[config.mk]
export PLATFORM = sky130hd
export DESIGN_NAME = sensor_min_max_calibrate_normalize
export DESIGN_NICKNAME = d
export VERILOG_FILES = /design/src/sv/smm_pkg.sv /design/src/sv/smm_div.sv /design/src/sv/sensor_min_max_calibrate_normalize.sv
export VERILOG_INCLUDE_DIRS = /design/src /design/src/sv
export SDC_FILE = /design/constraint.sdc
export NUM_CORES = 2
export LEC_CHECK = 0
export BUFFER_PORTS_ARGS = -buffer_cell sky130_fd_sc_hd__clkbuf_2
export CAP_MARGIN = 25
export CORE_ASPECT_RATIO = 1.2
export CORE_MARGIN = 1
export CORE_UTILIZATION = 58
export DETAILED_ROUTE_END_ITERATION = 7
export GPL_ROUTABILITY_DRIVEN = 0
export PLACE_DENSITY_LB_ADDON = 0.25
export SKIP_CTS_REPAIR_TIMING = 1
export SYNTH_ARGS = -nofsm -noshare
export SYNTH_HDL_FRONTEND = slang
export SYNTH_SLANG_ARGS = --single-unit
[constraint.sdc]
create_clock -name clk -period 9.5 [get_ports clk]
set_clock_uncertainty 0.1 [all_clocks]
set_input_delay 0.95 -clock clk [delete_from_list [all_inputs] [get_ports clk]]
set_output_delay 0.95 -clock clk [all_outputs]
set_load 0.05 [all_outputs]
[src/sv/sensor_min_max_calibrate_normalize_macros.svh]
// assertion macros for the sensor calibration block
`ifndef SENSOR_MIN_MAX_CALIBRATE_NORMALIZE_MACROS_SVH
`define SENSOR_MIN_MAX_CALIBRATE_NORMALIZE_MACROS_SVH
`ifndef NO_ASSERTIONS
`define SMM_ASSERT_NOW(label, clk, rst_n, a, b) \
    label: assert property (@(posedge clk) disable iff (!rst_n) (a) |-> (b)) \
        else $error("assertion failed");
`define SMM_ASSERT_NEXT(label, clk, rst_n, a, b) \
    label: assert property (@(posedge clk) disable iff (!rst_n) (a) |=> (b)) \
        else $error("assertion failed");
`else
`define SMM_ASSERT_NOW(label, clk, rst_n, a, b)
`define SMM_ASSERT_NEXT(label, clk, rst_n, a, b)
`endif
`endif

[src/sv/smm_pkg.sv]
// types and constants shared by the sensor calibration block
package smm_pkg;

    localparam int SMP_W     = 8;
    localparam int DIV_W     = 16;
    localparam int DIV_CNT_W = 5;

    localparam logic [2:0] MODE_START  = 3'd0;
    localparam logic [2:0] MODE_SAMPLE = 3'd1;
    localparam logic [2:0] MODE_FINISH = 3'd2;
    localparam logic [2:0] MODE_LOAD   = 3'd3;
    localparam logic [2:0] MODE_READ   = 3'd4;

    localparam logic [1:0] ST_OK      = 2'd0;
    localparam logic [1:0] ST_BAD_CH  = 2'd1;
    localparam logic [1:0] ST_DEGEN   = 2'd2;

    localparam logic [1:0] REG_LEVEL_TOP = 2'd0;
    localparam logic [1:0] REG_LOW_DIV   = 2'd1;
    localparam logic [1:0] REG_HIGH_DIV  = 2'd2;

    typedef struct packed {
        logic [2:0]       mode;
        logic [3:0]       channel;
        logic [SMP_W-1:0] sample_a;
        logic [SMP_W-1:0] sample_b;
        logic [SMP_W-1:0] load_low;
        logic [SMP_W-1:0] load_high;
    } cmd_t;

    typedef struct packed {
        logic [3:0]       out_channel;
        logic [7:0]       level;
        logic [7:0]       low_threshold;
        logic [7:0]       high_threshold;
        logic [1:0]       status;
        logic             last;
    } res_t;

    typedef struct packed {
        logic             go;
        logic [DIV_W-1:0] dividend;
        logic [SMP_W-1:0] divisor;
    } div_req_t;

    typedef struct packed {
        logic             done;
        logic [DIV_W-1:0] quotient;
    } div_rsp_t;

endpackage

[src/sv/smm_div.sv]
// serial restoring divider, one quotient bit per cycle
module smm_div
    import smm_pkg::*;
(
    input  logic     clk,
    input  logic     rst_n,
    input  div_req_t req,
    output div_rsp_t rsp
);

    logic [DIV_CNT_W-1:0] cnt_reg, cnt_next;
    logic                 done_reg, done_next;
    logic [DIV_W-1:0]     qd_reg, qd_next;
    logic [SMP_W-1:0]     rem_reg, rem_next;
    logic [SMP_W-1:0]     dvs_reg, dvs_next;
    logic [SMP_W:0]       sh;
    logic                 ge;

    always_comb
    begin
        sh        = {rem_reg, qd_reg[DIV_W-1]};
        ge        = sh >= {1'b0, dvs_reg};
        cnt_next  = cnt_reg;
        done_next = 1'b0;
        qd_next   = qd_reg;
        rem_next  = rem_reg;
        dvs_next  = dvs_reg;
        if (req.go)
        begin
            cnt_next = DIV_CNT_W'(DIV_W);
            qd_next  = req.dividend;
            rem_next = '0;
            dvs_next = req.divisor;
        end
        else if (cnt_reg != '0)
        begin
            rem_next  = ge ? SMP_W'(sh - {1'b0, dvs_reg}) : sh[SMP_W-1:0];
            qd_next   = {qd_reg[DIV_W-2:0], ge};
            cnt_next  = cnt_reg - 1'b1;
            done_next = (cnt_reg == DIV_CNT_W'(1));
        end
    end

    always_ff @(posedge clk or negedge rst_n)
    begin
        if (!rst_n)
        begin
            cnt_reg  <= '0;
            done_reg <= 1'b0;
        end
        else
        begin
            cnt_reg  <= cnt_next;
            done_reg <= done_next;
        end
    end

    always_ff @(posedge clk)
    begin
        qd_reg  <= qd_next;
        rem_reg <= rem_next;
        dvs_reg <= dvs_next;
    end

    assign rsp.done     = done_reg;
    assign rsp.quotient = qd_reg;

endmodule

[src/sv/sensor_min_max_calibrate_normalize.sv]
// top level of the per-channel sensor calibration and normalisation block
//
// Commands enter on cmd, taken at a clock edge with start high and busy low.
// Results leave on result, each shown for one cycle with result_valid high;
// the receiver cannot stall, so every result must be taken when shown.
// Configuration: cfg_valid/cfg_ready with cfg_index (0 level top, 1 low trim
// divisor, 2 high trim divisor) and cfg_data; cfg_ready is always high.
// Start, sample, load, reads of degenerate or invalid channels: the result
// appears the cycle after the item, and the next item may follow at once.
// A good read takes two multiply and divide passes, one per sample.
// Finish gives one result per channel in order, the last marked by last.
// The cost per division is set by the shared 16-step serial divider.
// Reset returns registers to their defaults, running minima to all ones,
// running maxima and stored thresholds to zero, and busy low.
`include "sensor_min_max_calibrate_normalize_macros.svh"
module sensor_min_max_calibrate_normalize
    import smm_pkg::*;
#(
    parameter int NUM_CHANNELS = 14
)
(
    input  logic       clk,
    input  logic       rst_n,
    input  logic       start,
    output logic       busy,
    input  cmd_t       cmd,
    input  logic       cfg_valid,
    output logic       cfg_ready,
    input  logic [1:0] cfg_index,
    input  logic [7:0] cfg_data,
    output logic       result_valid,
    output res_t       result
);

    localparam int CH_W = (NUM_CHANNELS > 1) ? $clog2(NUM_CHANNELS) : 1;
    localparam logic [CH_W-1:0] LAST_IDX = CH_W'(NUM_CHANNELS - 1);

    localparam logic [2:0] S_IDLE     = 3'd0;
    localparam logic [2:0] S_FIN_DIV  = 3'd1;
    localparam logic [2:0] S_FIN_WAIT = 3'd2;
    localparam logic [2:0] S_RD_MUL   = 3'd3;
    localparam logic [2:0] S_RD_DIV   = 3'd4;
    localparam logic [2:0] S_RD_WAIT  = 3'd5;

    logic [2:0]       state_reg, state_next;
    logic [CH_W-1:0]  ch_reg, ch_next;
    logic             phase_reg, phase_next;
    logic [SMP_W-1:0] sa_reg, sa_next, sb_reg, sb_next;
    logic [SMP_W-1:0] q1_reg, q1_next;
    logic [DIV_W-1:0] prod_reg, prod_next;
    logic             res_valid_reg, res_valid_next;
    res_t             res_reg, res_next;
    logic [7:0]       top_reg, top_next, ldiv_reg, ldiv_next, hdiv_reg, hdiv_next;

    logic [SMP_W-1:0] min_reg [NUM_CHANNELS];
    logic [SMP_W-1:0] min_next [NUM_CHANNELS];
    logic [SMP_W-1:0] max_reg [NUM_CHANNELS];
    logic [SMP_W-1:0] max_next [NUM_CHANNELS];
    logic [SMP_W-1:0] lo_reg [NUM_CHANNELS];
    logic [SMP_W-1:0] lo_next [NUM_CHANNELS];
    logic [SMP_W-1:0] hi_reg [NUM_CHANNELS];
    logic [SMP_W-1:0] hi_next [NUM_CHANNELS];

    logic             acc, ok;
    logic [CH_W-1:0]  in_idx;
    logic [SMP_W-1:0] in_lo, in_hi, mn, mx, rg, dl, dh, c_lo, c_hi, v, vc;
    logic [SMP_W-1:0] new_lo, new_hi;
    logic [SMP_W:0]   sum;
    div_req_t         dreq;
    div_rsp_t         drsp;

    smm_div u_div (
        .clk   (clk),
        .rst_n (rst_n),
        .req   (dreq),
        .rsp   (drsp)
    );

    assign busy      = (state_reg != S_IDLE);
    assign cfg_ready = 1'b1;
    assign acc       = start && !busy;
    assign ok        = 32'(cmd.channel) < NUM_CHANNELS;
    assign in_idx    = cmd.channel[CH_W-1:0];
    assign in_lo     = lo_reg[in_idx];
    assign in_hi     = hi_reg[in_idx];
    assign mn        = min_reg[ch_reg];
    assign mx        = max_reg[ch_reg];
    assign rg        = (mx >= mn) ? (mx - mn) : '0;
    assign dl        = (ldiv_reg == '0) ? 8'd1 : ldiv_reg;
    assign dh        = (hdiv_reg == '0) ? 8'd1 : hdiv_reg;
    assign c_lo      = lo_reg[ch_reg];
    assign c_hi      = hi_reg[ch_reg];
    assign v         = phase_reg ? sb_reg : sa_reg;
    assign vc        = (v < c_lo) ? c_lo : ((v > c_hi) ? c_hi : v);
    assign new_lo    = mn + q1_reg;
    assign new_hi    = mx - drsp.quotient[SMP_W-1:0];
    assign sum       = {1'b0, q1_reg} + {1'b0, drsp.quotient[SMP_W-1:0]};

    always_comb
    begin
        dreq.go       = 1'b0;
        dreq.dividend = {8'd0, rg};
        dreq.divisor  = phase_reg ? dh : dl;
        unique case (state_reg)
            S_FIN_DIV:
            begin
                dreq.go = 1'b1;
            end
            S_RD_DIV:
            begin
                dreq.go       = 1'b1;
                dreq.dividend = prod_reg;
                dreq.divisor  = c_hi - c_lo;
            end
            default:
            begin
                dreq.go = 1'b0;
            end
        endcase
    end

    always_comb
    begin
        state_next     = state_reg;
        ch_next        = ch_reg;
        phase_next     = phase_reg;
        sa_next        = sa_reg;
        sb_next        = sb_reg;
        q1_next        = q1_reg;
        prod_next      = prod_reg;
        res_valid_next = 1'b0;
        res_next       = res_reg;
        min_next       = min_reg;
        max_next       = max_reg;
        lo_next        = lo_reg;
        hi_next        = hi_reg;
        top_next       = top_reg;
        ldiv_next      = ldiv_reg;
        hdiv_next      = hdiv_reg;

        if (cfg_valid && cfg_ready)
        begin
            unique case (cfg_index)
                REG_LEVEL_TOP: top_next  = cfg_data;
                REG_LOW_DIV:   ldiv_next = cfg_data;
                REG_HIGH_DIV:  hdiv_next = cfg_data;
                default:       top_next  = top_reg;
            endcase
        end

        unique case (state_reg)
            S_IDLE:
            begin
                if (acc)
                begin
                    ch_next    = in_idx;
                    sa_next    = cmd.sample_a;
                    sb_next    = cmd.sample_b;
                    phase_next = 1'b0;
                    res_next   = '{cmd.channel, 8'd0, 8'd0, 8'd0, ST_BAD_CH, 1'b1};
                    if (cmd.mode == MODE_START)
                    begin
                        for (int i = 0; i < NUM_CHANNELS; i++)
                        begin
                            min_next[i] = '1;
                            max_next[i] = '0;
                        end
                    end
                    if (cmd.mode == MODE_FINISH)
                    begin
                        ch_next    = '0;
                        state_next = S_FIN_DIV;
                    end
                    else if (cmd.mode <= MODE_READ)
                    begin
                        res_valid_next = 1'b1;
                        if (ok)
                        begin
                            res_next = '{cmd.channel, 8'd0, in_lo, in_hi, ST_OK, 1'b1};
                            if (cmd.mode == MODE_SAMPLE)
                            begin
                                if (cmd.sample_a < min_reg[in_idx])
                                    min_next[in_idx] = cmd.sample_a;
                                if (cmd.sample_a > max_reg[in_idx])
                                    max_next[in_idx] = cmd.sample_a;
                            end
                            else if (cmd.mode == MODE_LOAD)
                            begin
                                lo_next[in_idx] = cmd.load_low;
                                hi_next[in_idx] = cmd.load_high;
                                res_next.low_threshold  = cmd.load_low;
                                res_next.high_threshold = cmd.load_high;
                                res_next.status = (cmd.load_high > cmd.load_low) ?
                                                  ST_OK : ST_DEGEN;
                            end
                            else if (cmd.mode == MODE_READ)
                            begin
                                if (in_hi <= in_lo)
                                    res_next.status = ST_DEGEN;
                                else
                                begin
                                    res_valid_next = 1'b0;
                                    state_next     = S_RD_MUL;
                                end
                            end
                        end
                    end
                end
            end
            S_FIN_DIV:
            begin
                state_next = S_FIN_WAIT;
            end
            S_FIN_WAIT:
            begin
                if (drsp.done)
                begin
                    if (!phase_reg)
                    begin
                        q1_next    = drsp.quotient[SMP_W-1:0];
                        phase_next = 1'b1;
                        state_next = S_FIN_DIV;
                    end
                    else
                    begin
                        lo_next[ch_reg] = new_lo;
                        hi_next[ch_reg] = new_hi;
                        res_valid_next  = 1'b1;
                        res_next = '{4'(ch_reg), 8'd0, new_lo, new_hi,
                                     (new_hi > new_lo) ? ST_OK : ST_DEGEN,
                                     ch_reg == LAST_IDX};
                        phase_next = 1'b0;
                        if (ch_reg == LAST_IDX)
                            state_next = S_IDLE;
                        else
                        begin
                            ch_next    = ch_reg + 1'b1;
                            state_next = S_FIN_DIV;
                        end
                    end
                end
            end
            S_RD_MUL:
            begin
                prod_next  = {8'd0, vc - c_lo} * {8'd0, top_reg};
                state_next = S_RD_DIV;
            end
            S_RD_DIV:
            begin
                state_next = S_RD_WAIT;
            end
            S_RD_WAIT:
            begin
                if (drsp.done)
                begin
                    if (!phase_reg)
                    begin
                        q1_next    = drsp.quotient[SMP_W-1:0];
                        phase_next = 1'b1;
                        state_next = S_RD_MUL;
                    end
                    else
                    begin
                        res_valid_next = 1'b1;
                        res_next = '{4'(ch_reg), sum[SMP_W:1], c_lo, c_hi, ST_OK, 1'b1};
                        phase_next = 1'b0;
                        state_next = S_IDLE;
                    end
                end
            end
            default:
            begin
                state_next = S_IDLE;
            end
        endcase
    end

    always_ff @(posedge clk or negedge rst_n)
    begin
        if (!rst_n)
        begin
            state_reg     <= S_IDLE;
            phase_reg     <= 1'b0;
            res_valid_reg <= 1'b0;
            top_reg       <= 8'd30;
            ldiv_reg      <= 8'd4;
            hdiv_reg      <= 8'd10;
            for (int i = 0; i < NUM_CHANNELS; i++)
            begin
                min_reg[i] <= '1;
                max_reg[i] <= '0;
                lo_reg[i]  <= '0;
                hi_reg[i]  <= '0;
            end
        end
        else
        begin
            state_reg     <= state_next;
            phase_reg     <= phase_next;
            res_valid_reg <= res_valid_next;
            top_reg       <= top_next;
            ldiv_reg      <= ldiv_next;
            hdiv_reg      <= hdiv_next;
            min_reg       <= min_next;
            max_reg       <= max_next;
            lo_reg        <= lo_next;
            hi_reg        <= hi_next;
        end
    end

    always_ff @(posedge clk)
    begin
        ch_reg   <= ch_next;
        sa_reg   <= sa_next;
        sb_reg   <= sb_next;
        q1_reg   <= q1_next;
        prod_reg <= prod_next;
        res_reg  <= res_next;
    end

    assign result_valid = res_valid_reg;
    assign result       = res_reg;

    `SMM_ASSERT_NEXT(a_finish_busy, clk, rst_n, acc && cmd.mode == MODE_FINISH, busy)
    `SMM_ASSERT_NOW(a_last_idle, clk, rst_n, result_valid && result.last, !busy)
    `SMM_ASSERT_NOW(a_more_busy, clk, rst_n, result_valid && !result.last, busy)

endmodule

==> run metrics <==
Max-slew headroom=26.2%; Syn. warnings=0; Critical Path Most Common Cell=fa_1; CTS root buf=clkbuf_16; worst-skew pair later-pin latency=650 ps; Die Wd=235 um; Clock Power Share=15.9%; vias per std cell=7.13; Initial Util=58.7%; Power, Total=17.5 mW; Seq/Total Area, Yosys=40.7%; status=finished with violations; Setup TNS Final=0 ps; gr usage total=41.7%; Worst path slowest cell=fa_1; Critical Path Fanout Max=8; crit path capture type=flip-flop; pre-CTS setup slack=310 ps; ys flop type=dfrtp_1; CORE AREA=64400 sq um; Area Overhead vs Synth=10.9%; row count=102; mean post-synth cell area=10.1 sq um; Min Hold Slack=288 ps; cell area after placement=39400 sq um; Worst VDD drop=1.16 mV; cell count after synthesis=3760; Worst Tran Pin Value=1100 ps; syn_nets=4004; CTS clk-pin slew, worst paths=70 ps; CP delay by family, top=adder cells; die footprint=66200 sq um; CTS tree=yes; sequential power share=22.4%; worst setup margin=335 ps; pwr/cell area=416 nW/um^2; CTS Buffer Depth=3; layout cell share with drive strength beyond 1=19.3%; DR DRC count=3; EDFF count, synth=99; Worst setup SP type=flip-flop; Final Hold Vio Count=0; fmax=109 MHz; Final #Nets=4026; crit path buf inv count=8; Final Max Slew Viols=0; GRT overflow=0; DR iter-0 viols=4523; switching share of power=44.9%; ys async rst share=81.9%; Pleak=17.2 nW; clock buffer count from CTS=67; H-tree Lvls=3; cell internal pwr=9.61 mW; pin count of the biggest net entering global routing=168; vias in the first global route=32900; total detailed-routing wirelength=137 mm; Synth Register Bits=590; Routed Antenna Nets=0; initial antenna violation count=6; drt first pass iters=8; violated checks=design-rule violations; Psw=7.85 mW; Combinational Power Share=61.6%; first-pass GRT wire length=206 mm; Final Cycle Share=96.5%; DP Wirelength=93.2 mm; Max stage delay on crit path=530 ps; vias=33300; post-synth cell types=81; design area=41900 sq um; WS Path Type=reg -> reg; Die Span Y=282 um; Syn Std Cell Area=37800 sq um; maxcap violations=0; per-cell routed wire length=29.4 um; Hold Crit Class=in -> async; Period minus WS final=9170 ps; IO Port Bufs=85; I/O Pins=87; fillers=5064; crit path DAT=9460 ps; Req. time, crit path=9800 ps; CTS Sinks=590; Final Setup Violations=0
==> worst paths after layout <==
kind	startpoint	endpoint	slack [ps]	cells after the start
setup / recovery	ch_reg[0]$_DFFE_PP_	prod_reg[14]$_DFFE_PP_	330	41
hold / removal	rst_n	hi_reg[87]$_DFFE_PN0P_	290	1
setup reg to reg	ch_reg[0]$_DFFE_PP_	prod_reg[14]$_DFFE_PP_	330	41
hold reg to reg	lo_reg[54]$_DFFE_PN0P_	lo_reg[54]$_DFFE_PN0P_	400	2
max in group asynchronous	rst_n	result_valid$_DFF_PN0_	7500	2
min in group clk	lo_reg[54]$_DFFE_PN0P_	lo_reg[54]$_DFFE_PN0P_	400	2
==> metrics by stage <==
step / util (%) / instances
2_1_floorplan: - / 3760
3_3_place_gp: 61.1 / 4527
4_1_cts: 64.8 / 4656
3_5_place_dp: 61.2 / 4532
5_1_grt: 65.1 / 4670
6_report: 65.1 / 4670
==> synthesized netlist by cell type (41+ instances only) <==
cell,instances,area share (%)
a22oi_1,126,2.5
and2_1,69,1.1
mux2_2,45,1.3
a221oi_1,41,0.95
o21ai_0,341,4.5
nor3_1,48,0.64
ha_1,148,4.9
dfrtp_1,364,24
fa_1,43,2.3
mux4_2,187,11
inv_1,131,1.3
dfstp_2,119,8.3
nor2_1,317,3.1
edfxtp_1,99,7.9
a21oi_1,248,3.3
mux2i_1,113,3.0
a32oi_1,42,0.97
nand2_1,464,4.6
clkbuf_1,212,2.1
==> power groups by stage <==
stage | Sequential, mW | Combinational, mW | Clock, mW
finish | 3.92 | 10.8 | 2.78
global placement | 3.92 | 10.1 | 0
CTS | 3.91 | 10.6 | 2.78
floorplan | 3.90 | 7.54 | 0
global route | 3.97 | 12.0 | 2.88
detailed placement | 3.95 | 10.4 | 0
==> kinds of logic after synthesis <==
logic type	share of synthesized area, %
buf+inv	4.33
other cells	0.00992
fa+ha+maj	7.18
compound gates	19.1
xor+xnor	1.26
flops	40.7
mux	15.5
simple gates	12.0
==> routing by layer <==
metal,vias up,track usage [%],routed length (um)
met5,-,0,72
met4,6,32.7,12700
met3,697,10.5,17300
met2,2607,62.9,59800
met1,16000,51.7,47400
li1,13900,-,-
==> placed cells by master, fill, tap and decap left out, types with 24 or more instances in the layout <==
cell type	n
a211oi_1	29
a21oi_1	245
a221oi_1	41
a22oi_1	126
a32oi_1	42
and2_1	69
buf_4	134
clkbuf_16	72
clkbuf_2	82
dfrtp_1	364
dfstp_2	119
edfxtp_1	99
fa_1	43
ha_1	148
inv_1	131
mux2_2	45
mux2i_1	112
mux4_2	187
nand2_1	462
nand2b_1	24
nand3_1	26
nor2_1	310
nor2b_1	27
nor3_1	42
o21ai_0	338
o22a_1	31
xnor2_1	37
==> layout make-up <==
| type | count | area (sq um) | area share, % |
|---|---|---|---|
| multi-input cells | 2752 | 21000 | 50.0 |
| flip-flops and latches | 590 | 15400 | 36.7 |
| clock buffers | 100 | 2020 | 4.81 |
| repair buffers | 236 | 1720 | 4.09 |
| well taps | 832 | 1040 | 2.48 |
| inverters | 135 | 507 | 1.21 |
| clock inverters | 24 | 314 | 0.749 |
| diodes | 1 | 2.50 | 0.00597 |
(Power assumes the default switching activity.)
